--- config.mk ---
export PLATFORM = sky130hd
export DESIGN_NAME = fixed_partition_fit_allocator_top
export DESIGN_NICKNAME = d
export VERILOG_FILES = /design/src/hw/rtl/fpfa_pkg.sv /design/src/hw/rtl/fpfa_ram.sv /design/src/hw/rtl/fpfa_dp.sv /design/src/hw/rtl/fpfa_ctrl.sv /design/src/hw/rtl/fixed_partition_fit_allocator_top.sv
export VERILOG_INCLUDE_DIRS = /design/src /design/src/hw/rtl
export SDC_FILE = /design/constraint.sdc
export NUM_CORES = 1
export LEC_CHECK = 0
export BUFFER_PORTS_ARGS = -buffer_cell sky130_fd_sc_hd__buf_2
export CELL_PAD_IN_SITES_DETAIL_PLACEMENT = 1
export CELL_PAD_IN_SITES_GLOBAL_PLACEMENT = 2
export CORE_MARGIN = 2
export CORE_UTILIZATION = 47
export CTS_CLUSTER_SIZE = 16
export DETAILED_ROUTE_END_ITERATION = 8
export PLACE_DENSITY_LB_ADDON = 0.1
export SYNTH_ARGS = -nofsm -noshare
export SYNTH_HDL_FRONTEND = slang
export SYNTH_HIERARCHICAL = 1
export SYNTH_SLANG_ARGS = --single-unit
--- constraint.sdc ---
create_clock -name clk -period 5.1 [get_ports clk]
set_input_delay 0.255 -clock clk [delete_from_list [all_inputs] [get_ports clk]]
set_output_delay 0.255 -clock clk [all_outputs]
set_load 0.005 [all_outputs]
--- src/hw/rtl/fixed_partition_fit_allocator_top_defines.svh ---
// assertion macros shared by the allocator modules
// needs clk and arst_n in the scope of each use
`ifndef FIXED_PARTITION_FIT_ALLOCATOR_TOP_DEFINES_SVH
`define FIXED_PARTITION_FIT_ALLOCATOR_TOP_DEFINES_SVH

// same-cycle implication, reset masked
`define FPFA_ASSERT_IMPL(label, ante, cons) \
	label: assert property (@(posedge clk) disable iff (!arst_n) (ante) |-> (cons)) \
		else $error("allocator assertion failed");

// next-cycle implication, reset masked
`define FPFA_ASSERT_NEXT(label, ante, cons) \
	label: assert property (@(posedge clk) disable iff (!arst_n) (ante) |=> (cons)) \
		else $error("allocator assertion failed");

`endif

--- src/hw/rtl/fpfa_pkg.sv ---
// shared types and constants for the fixed-partition fit allocator
// no dependencies
package fpfa_pkg;

	localparam int DEF_NUM_PARTS = 16;

	localparam int SIZE_W      = 16;
	localparam int BLK_IDX_W   = 4;
	localparam int BLK_NUM_W   = 5;
	localparam int NUM_BLKS_W  = 5;
	localparam int POLICY_W    = 2;
	localparam int REQ_W       = 2;
	localparam int CFG_IDX_W   = 2;
	localparam int CFG_DATA_W  = 8;

	localparam logic [CFG_IDX_W-1:0] REG_NUM_BLOCKS = CFG_IDX_W'(0);
	localparam logic [CFG_IDX_W-1:0] REG_FIT_POLICY = CFG_IDX_W'(1);

	typedef enum logic [REQ_W-1:0] {
		REQ_LOAD    = 2'd0,
		REQ_ALLOC   = 2'd1,
		REQ_RELEASE = 2'd2
	} req_t;

	typedef enum logic [POLICY_W-1:0] {
		POL_FIRST = 2'd0,
		POL_BEST  = 2'd1,
		POL_WORST = 2'd2
	} policy_t;

	// controller to datapath
	typedef struct packed {
		logic accept;
		logic scan;
		logic commit;
	} fpfa_cmd_t;

	// datapath to controller
	typedef struct packed {
		logic in_alloc;
		logic scan_done;
	} fpfa_stat_t;

endpackage

--- src/hw/rtl/fpfa_ram.sv ---
// generic single-write, single-read ram with registered read data
// no dependencies
module fpfa_ram #(
	parameter int WIDTH = 16,
	parameter int DEPTH = 16
) (
	input  logic                     clk,
	input  logic                     we,
	input  logic [$clog2(DEPTH)-1:0] waddr,
	input  logic [WIDTH-1:0]         wdata,
	input  logic                     re,
	input  logic [$clog2(DEPTH)-1:0] raddr,
	output logic [WIDTH-1:0]         rdata
);

	logic [WIDTH-1:0] mem_q [DEPTH];
	logic [WIDTH-1:0] rdata_q;

	always_ff @(posedge clk) begin
		if (we) begin
			mem_q[waddr] <= wdata;
		end
		if (re) begin
			rdata_q <= mem_q[raddr];
		end
	end

	assign rdata = rdata_q;

endmodule

--- src/hw/rtl/fpfa_dp.sv ---
// allocator datapath: size table, busy marks, scan counter, compare stage, result register
// depends on fpfa_pkg, fpfa_ram and the assertion macro header
`include "fixed_partition_fit_allocator_top_defines.svh"

module fpfa_dp import fpfa_pkg::*; #(
	parameter int NUM_PARTS = DEF_NUM_PARTS
) (
	input  logic                  clk,
	input  logic                  arst_n,
	input  fpfa_cmd_t             cmd,
	output fpfa_stat_t            st,
	input  logic [REQ_W-1:0]      req_type,
	input  logic [BLK_IDX_W-1:0]  block_index,
	input  logic [SIZE_W-1:0]     value,
	input  logic [NUM_BLKS_W-1:0] num_blocks,
	input  logic [POLICY_W-1:0]   fit_policy,
	output logic                  granted,
	output logic [BLK_NUM_W-1:0]  block_number,
	output logic [SIZE_W-1:0]     remaining
);

	localparam int IDXW = $clog2(NUM_PARTS);
	localparam int CNTW = $clog2(NUM_PARTS + 1);

	logic [SIZE_W-1:0]    val_q;
	logic [CNTW-1:0]      n_q;
	logic [CNTW-1:0]      n_next;
	logic [CNTW-1:0]      rd_k_q;
	logic                 cmp_valid_s1;
	logic [IDXW-1:0]      cmp_k_s1;
	logic                 found_q;
	logic [IDXW-1:0]      pick_q;
	logic [SIZE_W-1:0]    best_q;
	logic [NUM_PARTS-1:0] busy_q;
	logic                 granted_q;
	logic [BLK_NUM_W-1:0] block_number_q;
	logic [SIZE_W-1:0]    remaining_q;

	logic                 ram_we;
	logic                 issue;
	logic [SIZE_W-1:0]    ram_rdata;
	logic                 fits;
	logic                 take;

	// partitions in use, saturated to the table depth
	always_comb begin
		if (32'(num_blocks) > NUM_PARTS) begin
			n_next = CNTW'(NUM_PARTS);
		end else begin
			n_next = CNTW'(num_blocks);
		end
	end

	assign ram_we = cmd.accept && (req_type == REQ_LOAD) && (32'(block_index) < NUM_PARTS);
	assign issue  = cmd.scan && (rd_k_q != n_q);

	fpfa_ram #(
		.WIDTH (SIZE_W),
		.DEPTH (NUM_PARTS)
	) u_size_ram (
		.clk   (clk),
		.we    (ram_we),
		.waddr (IDXW'(block_index)),
		.wdata (value),
		.re    (issue),
		.raddr (rd_k_q[IDXW-1:0]),
		.rdata (ram_rdata)
	);

	// compare stage, ties keep the lower partition
	always_comb begin
		fits = !busy_q[cmp_k_s1] && (ram_rdata >= val_q);
		take = 1'b0;
		if (cmp_valid_s1 && fits) begin
			if (!found_q) begin
				take = 1'b1;
			end else if (fit_policy == POL_BEST) begin
				take = ram_rdata < best_q;
			end else if (fit_policy == POL_WORST) begin
				take = ram_rdata > best_q;
			end
		end
	end

	always_ff @(posedge clk or negedge arst_n) begin
		if (!arst_n) begin
			n_q          <= '0;
			rd_k_q       <= '0;
			cmp_valid_s1 <= 1'b0;
			found_q      <= 1'b0;
			busy_q       <= '0;
		end else begin
			cmp_valid_s1 <= issue;
			if (cmd.accept) begin
				n_q     <= n_next;
				rd_k_q  <= '0;
				found_q <= 1'b0;
				if (req_type == REQ_RELEASE) begin
					busy_q <= '0;
				end
			end else begin
				if (issue) begin
					rd_k_q <= rd_k_q + CNTW'(1);
				end
				if (take) begin
					found_q <= 1'b1;
				end
				if (cmd.commit && found_q) begin
					busy_q[pick_q] <= 1'b1;
				end
			end
		end
	end

	always_ff @(posedge clk) begin
		if (cmd.accept) begin
			val_q <= value;
		end
		if (issue) begin
			cmp_k_s1 <= rd_k_q[IDXW-1:0];
		end
		if (take) begin
			pick_q <= cmp_k_s1;
			best_q <= ram_rdata;
		end
		if (cmd.commit) begin
			granted_q      <= found_q;
			block_number_q <= found_q ? BLK_NUM_W'(pick_q) + BLK_NUM_W'(1) : '0;
			remaining_q    <= found_q ? best_q - val_q : '0;
		end
	end

	assign st.in_alloc  = (req_type == REQ_ALLOC);
	assign st.scan_done = (rd_k_q == n_q) && !cmp_valid_s1;

	assign granted      = granted_q;
	assign block_number = block_number_q;
	assign remaining    = remaining_q;

	`FPFA_ASSERT_IMPL(a_pick_in_range, found_q, CNTW'(pick_q) < n_q)
	`FPFA_ASSERT_NEXT(a_grant_marks_busy, cmd.commit && found_q, busy_q[$past(pick_q)])

endmodule

--- src/hw/rtl/fpfa_ctrl.sv ---
// allocator controller: request sequencing and output handshake
// depends on fpfa_pkg and the assertion macro header
`include "fixed_partition_fit_allocator_top_defines.svh"

module fpfa_ctrl import fpfa_pkg::*; (
	input  logic       clk,
	input  logic       arst_n,
	input  logic       in_valid,
	output logic       in_ready,
	output logic       out_valid,
	input  logic       out_ready,
	input  fpfa_stat_t st,
	output fpfa_cmd_t  cmd
);

	typedef enum logic [2:0] {
		ST_IDLE   = 3'b001,
		ST_SCAN   = 3'b010,
		ST_RESULT = 3'b100
	} state_t;

	state_t state_q;
	state_t state_next;
	logic   out_valid_q;
	logic   out_free;

	assign out_free = !out_valid_q || out_ready;

	always_comb begin
		state_next = state_q;
		cmd        = '0;
		in_ready   = 1'b0;
		case (state_q)
			ST_IDLE: begin
				in_ready   = 1'b1;
				cmd.accept = in_valid;
				if (in_valid) begin
					state_next = st.in_alloc ? ST_SCAN : ST_RESULT;
				end
			end
			ST_SCAN: begin
				cmd.scan = 1'b1;
				if (st.scan_done) begin
					state_next = ST_RESULT;
				end
			end
			ST_RESULT: begin
				// result register must be empty or emptying
				if (out_free) begin
					cmd.commit = 1'b1;
					state_next = ST_IDLE;
				end
			end
			default: begin
				state_next = ST_IDLE;
			end
		endcase
	end

	always_ff @(posedge clk or negedge arst_n) begin
		if (!arst_n) begin
			state_q     <= ST_IDLE;
			out_valid_q <= 1'b0;
		end else begin
			state_q <= state_next;
			if (cmd.commit) begin
				out_valid_q <= 1'b1;
			end else if (out_ready) begin
				out_valid_q <= 1'b0;
			end
		end
	end

	assign out_valid = out_valid_q;

	`FPFA_ASSERT_IMPL(a_commit_when_free, cmd.commit, !out_valid_q || out_ready)
	`FPFA_ASSERT_NEXT(a_plain_request_to_result, cmd.accept && !st.in_alloc, state_q == ST_RESULT)
	`FPFA_ASSERT_NEXT(a_scan_exit, state_q == ST_SCAN && st.scan_done, state_q == ST_RESULT)

endmodule

--- src/hw/rtl/fixed_partition_fit_allocator_top.sv ---
// Fixed-partition fit allocator. Load requests fill a table of NUM_PARTS partition
// sizes, allocate requests take one free partition chosen by first, best or worst fit
// (ties to the lower number), and release requests clear every busy mark. Each request
// gives one result. An allocate scans the first n partitions, n being num_blocks
// saturated to NUM_PARTS, through a single registered ram read port, one partition a
// cycle; a new request is taken only after the last one has been committed to the
// output register. A finished result sits in that output register, so the next request
// can be taken while it waits. The configuration port is always ready.
module fixed_partition_fit_allocator_top import fpfa_pkg::*; #(
	parameter int NUM_PARTS = DEF_NUM_PARTS
) (
	input  logic                  clk,
	input  logic                  arst_n,
	input  logic                  cfg_valid,
	output logic                  cfg_ready,
	input  logic [CFG_IDX_W-1:0]  cfg_index,
	input  logic [CFG_DATA_W-1:0] cfg_data,
	input  logic                  in_valid,
	output logic                  in_ready,
	input  logic [REQ_W-1:0]      req_type,
	input  logic [BLK_IDX_W-1:0]  block_index,
	input  logic [SIZE_W-1:0]     value,
	output logic                  out_valid,
	input  logic                  out_ready,
	output logic                  granted,
	output logic [BLK_NUM_W-1:0]  block_number,
	output logic [SIZE_W-1:0]     remaining
);

	logic [NUM_BLKS_W-1:0] num_blocks_q;
	logic [POLICY_W-1:0]   fit_policy_q;
	fpfa_cmd_t             cmd;
	fpfa_stat_t            st;

	assign cfg_ready = 1'b1;

	always_ff @(posedge clk or negedge arst_n) begin
		if (!arst_n) begin
			num_blocks_q <= '0;
			fit_policy_q <= '0;
		end else if (cfg_valid && cfg_ready) begin
			case (cfg_index)
				REG_NUM_BLOCKS: num_blocks_q <= cfg_data[NUM_BLKS_W-1:0];
				REG_FIT_POLICY: fit_policy_q <= cfg_data[POLICY_W-1:0];
				default: begin
				end
			endcase
		end
	end

	fpfa_ctrl u_ctrl (
		.clk       (clk),
		.arst_n    (arst_n),
		.in_valid  (in_valid),
		.in_ready  (in_ready),
		.out_valid (out_valid),
		.out_ready (out_ready),
		.st        (st),
		.cmd       (cmd)
	);

	fpfa_dp #(
		.NUM_PARTS (NUM_PARTS)
	) u_dp (
		.clk          (clk),
		.arst_n       (arst_n),
		.cmd          (cmd),
		.st           (st),
		.req_type     (req_type),
		.block_index  (block_index),
		.value        (value),
		.num_blocks   (num_blocks_q),
		.fit_policy   (fit_policy_q),
		.granted      (granted),
		.block_number (block_number),
		.remaining    (remaining)
	);

endmodule

==> results.py <==
metrics = {
    "clock_network": {
        "cts_tree": "done",
        "cts_root_buf": "clkbuf_16",
        "cts_max_level": 2,
        "cts_buffers": 41,
        "worstSkewPairLatency_ns": 0.54,
        "clk_pin_slew_ns": 0.06,
        "cts_resized": 0,
        "holdBufCountCts": 7,
        "clock_path_buffers": 3,
        "clock_sinks": 373,
        "postCtsSetupBuffers": 0,
    },
    "floorplanning": {
        "num_rows": 66,
        "dieWidth_um": 186,
        "dieArea_um2": 34600,
        "core_area_um2": 32500,
        "initial_utilization_pct": 47.8,
        "die_h_um": 186,
        "ios": 62,
    },
    "timing": {
        "setup_viol": 0,
        "layout_setup_ws_ns": 1.72,
        "relSlewSlack_pct": 19.2,
        "rsz0062_at_grt": "false",
        "finalCritPeriodShare_pct": 66.3,
        "setup_tns_ns": 0,
        "hold_viol_final": 0,
        "fin_hold_ws_ns": 0.0118,
        "fin_crit_ns": 3.38,
        "clock_skew_ns": 0.0245,
        "drv_slew": 0,
        "fmax_mhz": 296,
        "worstMarginPinSlew_ns": 1.21,
    },
    "finish": {
        "drive_gt1_share_pct": 20.9,
        "nets": 1085,
        "area_growth_syn_to_layout_pct": 14.5,
        "fillerInstances": 3027,
    },
    "place": {
        "post-place-ws_ns": 1.72,
        "routabilityCongestion": 0.794,
        "hpwl_mm": 21.2,
        "numPortBuffers": 57,
    },
    "critical_path": {
        "cp.required_ns": 5.23,
        "arrival_ns": 3.51,
        "path_max_fanout": 20,
        "worstSetupPathType": "flop to flop",
        "end_kind": "flop",
        "start_kind": "flop",
    },
    "yosys": {
        "synthTopCellsByArea": "edfxtp_1, mux4_2, dfrtp_1",
        "yosysUniqueCellTypes": 56,
        "synth-edff-count": 334,
        "ys_ff_latch": 373,
        "synth_top_cell_by_area": "edfxtp_1",
        "syn_area_um2": 15600,
        "synth_ff_type": "edfxtp_1",
        "synth_warnings": 6,
        "syn_inst": 894,
        "synthArstFlopShare_pct": 10.5,
        "avgSynthCellArea_um2": 17.4,
        "synth_nets": 984,
        "synth.yosys.seq_area_share_pct": 70.8,
        "synth_top_area_share_pct": 64.5,
    },
    "route": {
        "firstDrtPassIters": 4,
        "drt_iter0_drc": 394,
        "wl_per_cell_um": 22.8,
        "num_vias": 8074,
        "drc": 0,
        "ant_nets": 0,
        "drt_wl_total_mm": 33.5,
        "viasPerCell": 5.50,
    },
    "status": {
        "outcome": "completed",
    },
    "min_path": {
        "hold_path.class": "primary input to flop",
    },
    "grt": {
        "grt_max_degree": 41,
        "antenna_found_initial": 2,
        "grtUsageTotal_pct": 20.2,
        "grt.overflow.total": 0,
        "grt_pass1_vias": 8747,
        "grt_pass1_wl_mm": 51.4,
    },
    "power_and_ir_drop": {
        "power_leakage_nw": 6.30,
        "ir_worst_vdd_v": 0.000395,
        "cellPowerDensity_nw_per_um2": 385,
    },
    "job": {
        "timing.max_cap.violations": 0,
    },
}
per-stage QoR:
stage	power, mW	std cells	instance area [um^2]	util, %
after floorplan	3.93	894	15600	-
after global placement	4.09	1387	16400	50.5
after detailed placement	4.12	1387	16400	50.5
after CTS	6.94	1468	17800	54.7
after global routing	7.10	1468	17800	54.7
final	6.86	1469	17800	54.7
logic make-up (layout without fill, tap and decap cells):
| group | count (synthesis) | in the layout | share of synthesized area (%) |
|---|---|---|---|
| AO/OA/AOI/OAI | 124 | 124 | 5.18 |
| buffers and inverters | 75 | 207 | 2.12 |
| AND/OR/NAND/NOR | 166 | 166 | 5.26 |
| flip-flops | 373 | 373 | 70.8 |
| other | 1 | 2 | 0.0241 |
| multiplexers | 81 | 81 | 11.2 |
| XOR/XNOR | 21 | 21 | 1.18 |
| adder cells (fa/ha/maj) | 53 | 53 | 4.31 |
state kept, by name, indices dropped and copies added (netlist names):
register	count
fit_policy_q	2
num_blocks_q	5
u_ctrl/out_valid	1
u_ctrl/state_q	3
u_dp/best_q	16
u_dp/block_number	5
u_dp/busy_q	16
u_dp/cmp_k_s1	4
u_dp/cmp_valid_s1	1
u_dp/found_q	1
u_dp/granted	1
u_dp/n_q	5
u_dp/pick_q	4
u_dp/rd_k_q	5
u_dp/remaining	16
u_dp/u_size_ram/mem_q	256
u_dp/u_size_ram/rdata	16
u_dp/val_q	16
routing by layer:
metal  GRT usage (%)  vias up  share of wire, %
met5               0        -                 0
met4            4.57        0               1.4
met3            3.15       34               4.2
met2            36.5      156                53
met1            25.8     4163                41
li1                -     3721                 -
Yosys cell counts, types with 3 or more instances:
library cell and instances:
nor3b_1 4, a21o_1 11, nand3_1 9, buf_1 3
and2_1 4, dfrtp_1 38, o21ai_0 16, mux2_2 8
a21oi_1 39, xor2_1 11, mux4_2 55, nand3b_1 5
buf_6 4, edfxtp_1 334, a221oi_1 3, mux4_1 14
nor2b_1 10, nand2b_1 6, a31oi_1 4, nor3_1 12
buf_4 4, buf_2 3, nor2_1 59, xnor2_1 10
nand2_1 36, nand4_1 9, a211oi_1 3, mux2i_1 4
ha_1 52, o21a_1 4, clkbuf_1 14, a22oi_1 32
inv_1 46
cell type report:
cell class,count,area [um^2],area share [%]
clock inverters,17,159,0.892
clock buffers,57,1130,6.33
flip-flops and latches,373,11000,61.8
multi-input cells,446,4250,23.9
repair buffers,86,520,2.92
well taps,442,553,3.11
diodes,1,2.50,0.0141
inverters,47,176,0.991
worst paths after layout:
kind / startpoint / endpoint / slack [ns] / depth (start not counted)
max: u_dp/cmp_k_s1[0]$_DFFE_PP_ / u_dp/best_q[12]$_DFFE_PP_ / 1.72 / 5
min: in_valid / u_ctrl/state_q[0]$_DFFE_PN1P_ / 0.01 / 3
max reg2reg: u_dp/cmp_k_s1[0]$_DFFE_PP_ / u_dp/best_q[12]$_DFFE_PP_ / 1.72 / 5
min reg2reg: u_dp/busy_q[12]$_DFFE_PN0P_ / u_dp/busy_q[12]$_DFFE_PN0P_ / 0.49 / 2
max in group asynchronous: arst_n / u_dp/rd_k_q[0]$_DFFE_PN0P_ / 4.07 / 2
min in group asynchronous: arst_n / u_ctrl/out_valid$_DFFE_PN0P_ / 0.38 / 2
where the power goes:
group          internal (mW)  switching, mW  leakage (nW)
registers               3.42         0.0696          3.53
clock network           1.65           1.15         0.618
logic                  0.252          0.308          2.15
total                   5.33           1.53          6.30
critical path, stage by stage, from the launching register on:
cell and delay, ns:
edfxtp_1 0.50, mux4_1 0.61, mux4_2 0.50, nor2b_1 0.27, o31ai_1 0.20, a21oi_2 0.90
cells in the final DEF, fill, tap and decap left out, types with 4 or more instances in the layout:
cell type	instances
a21o_1	11
a21oi_1	37
a22oi_1	32
a31oi_1	4
and2_1	4
buf_2	57
buf_4	22
clkbuf_1	13
clkbuf_16	42
clkinv_1	10
dfrtp_1	36
dlygate4sd3_1	7
edfxtp_1	334
ha_1	52
inv_1	46
mux2_2	8
mux2i_1	4
mux4_1	14
mux4_2	55
nand2_1	36
nand2b_1	6
nand3_1	9
nand3b_1	5
nand4_1	9
nor2_1	58
nor2b_1	8
nor3_1	8
nor3_2	4
nor3b_1	4
o21a_1	4
o21ai_0	16
xnor2_1	10
xor2_1	11
(Power assumes the default switching activity.)
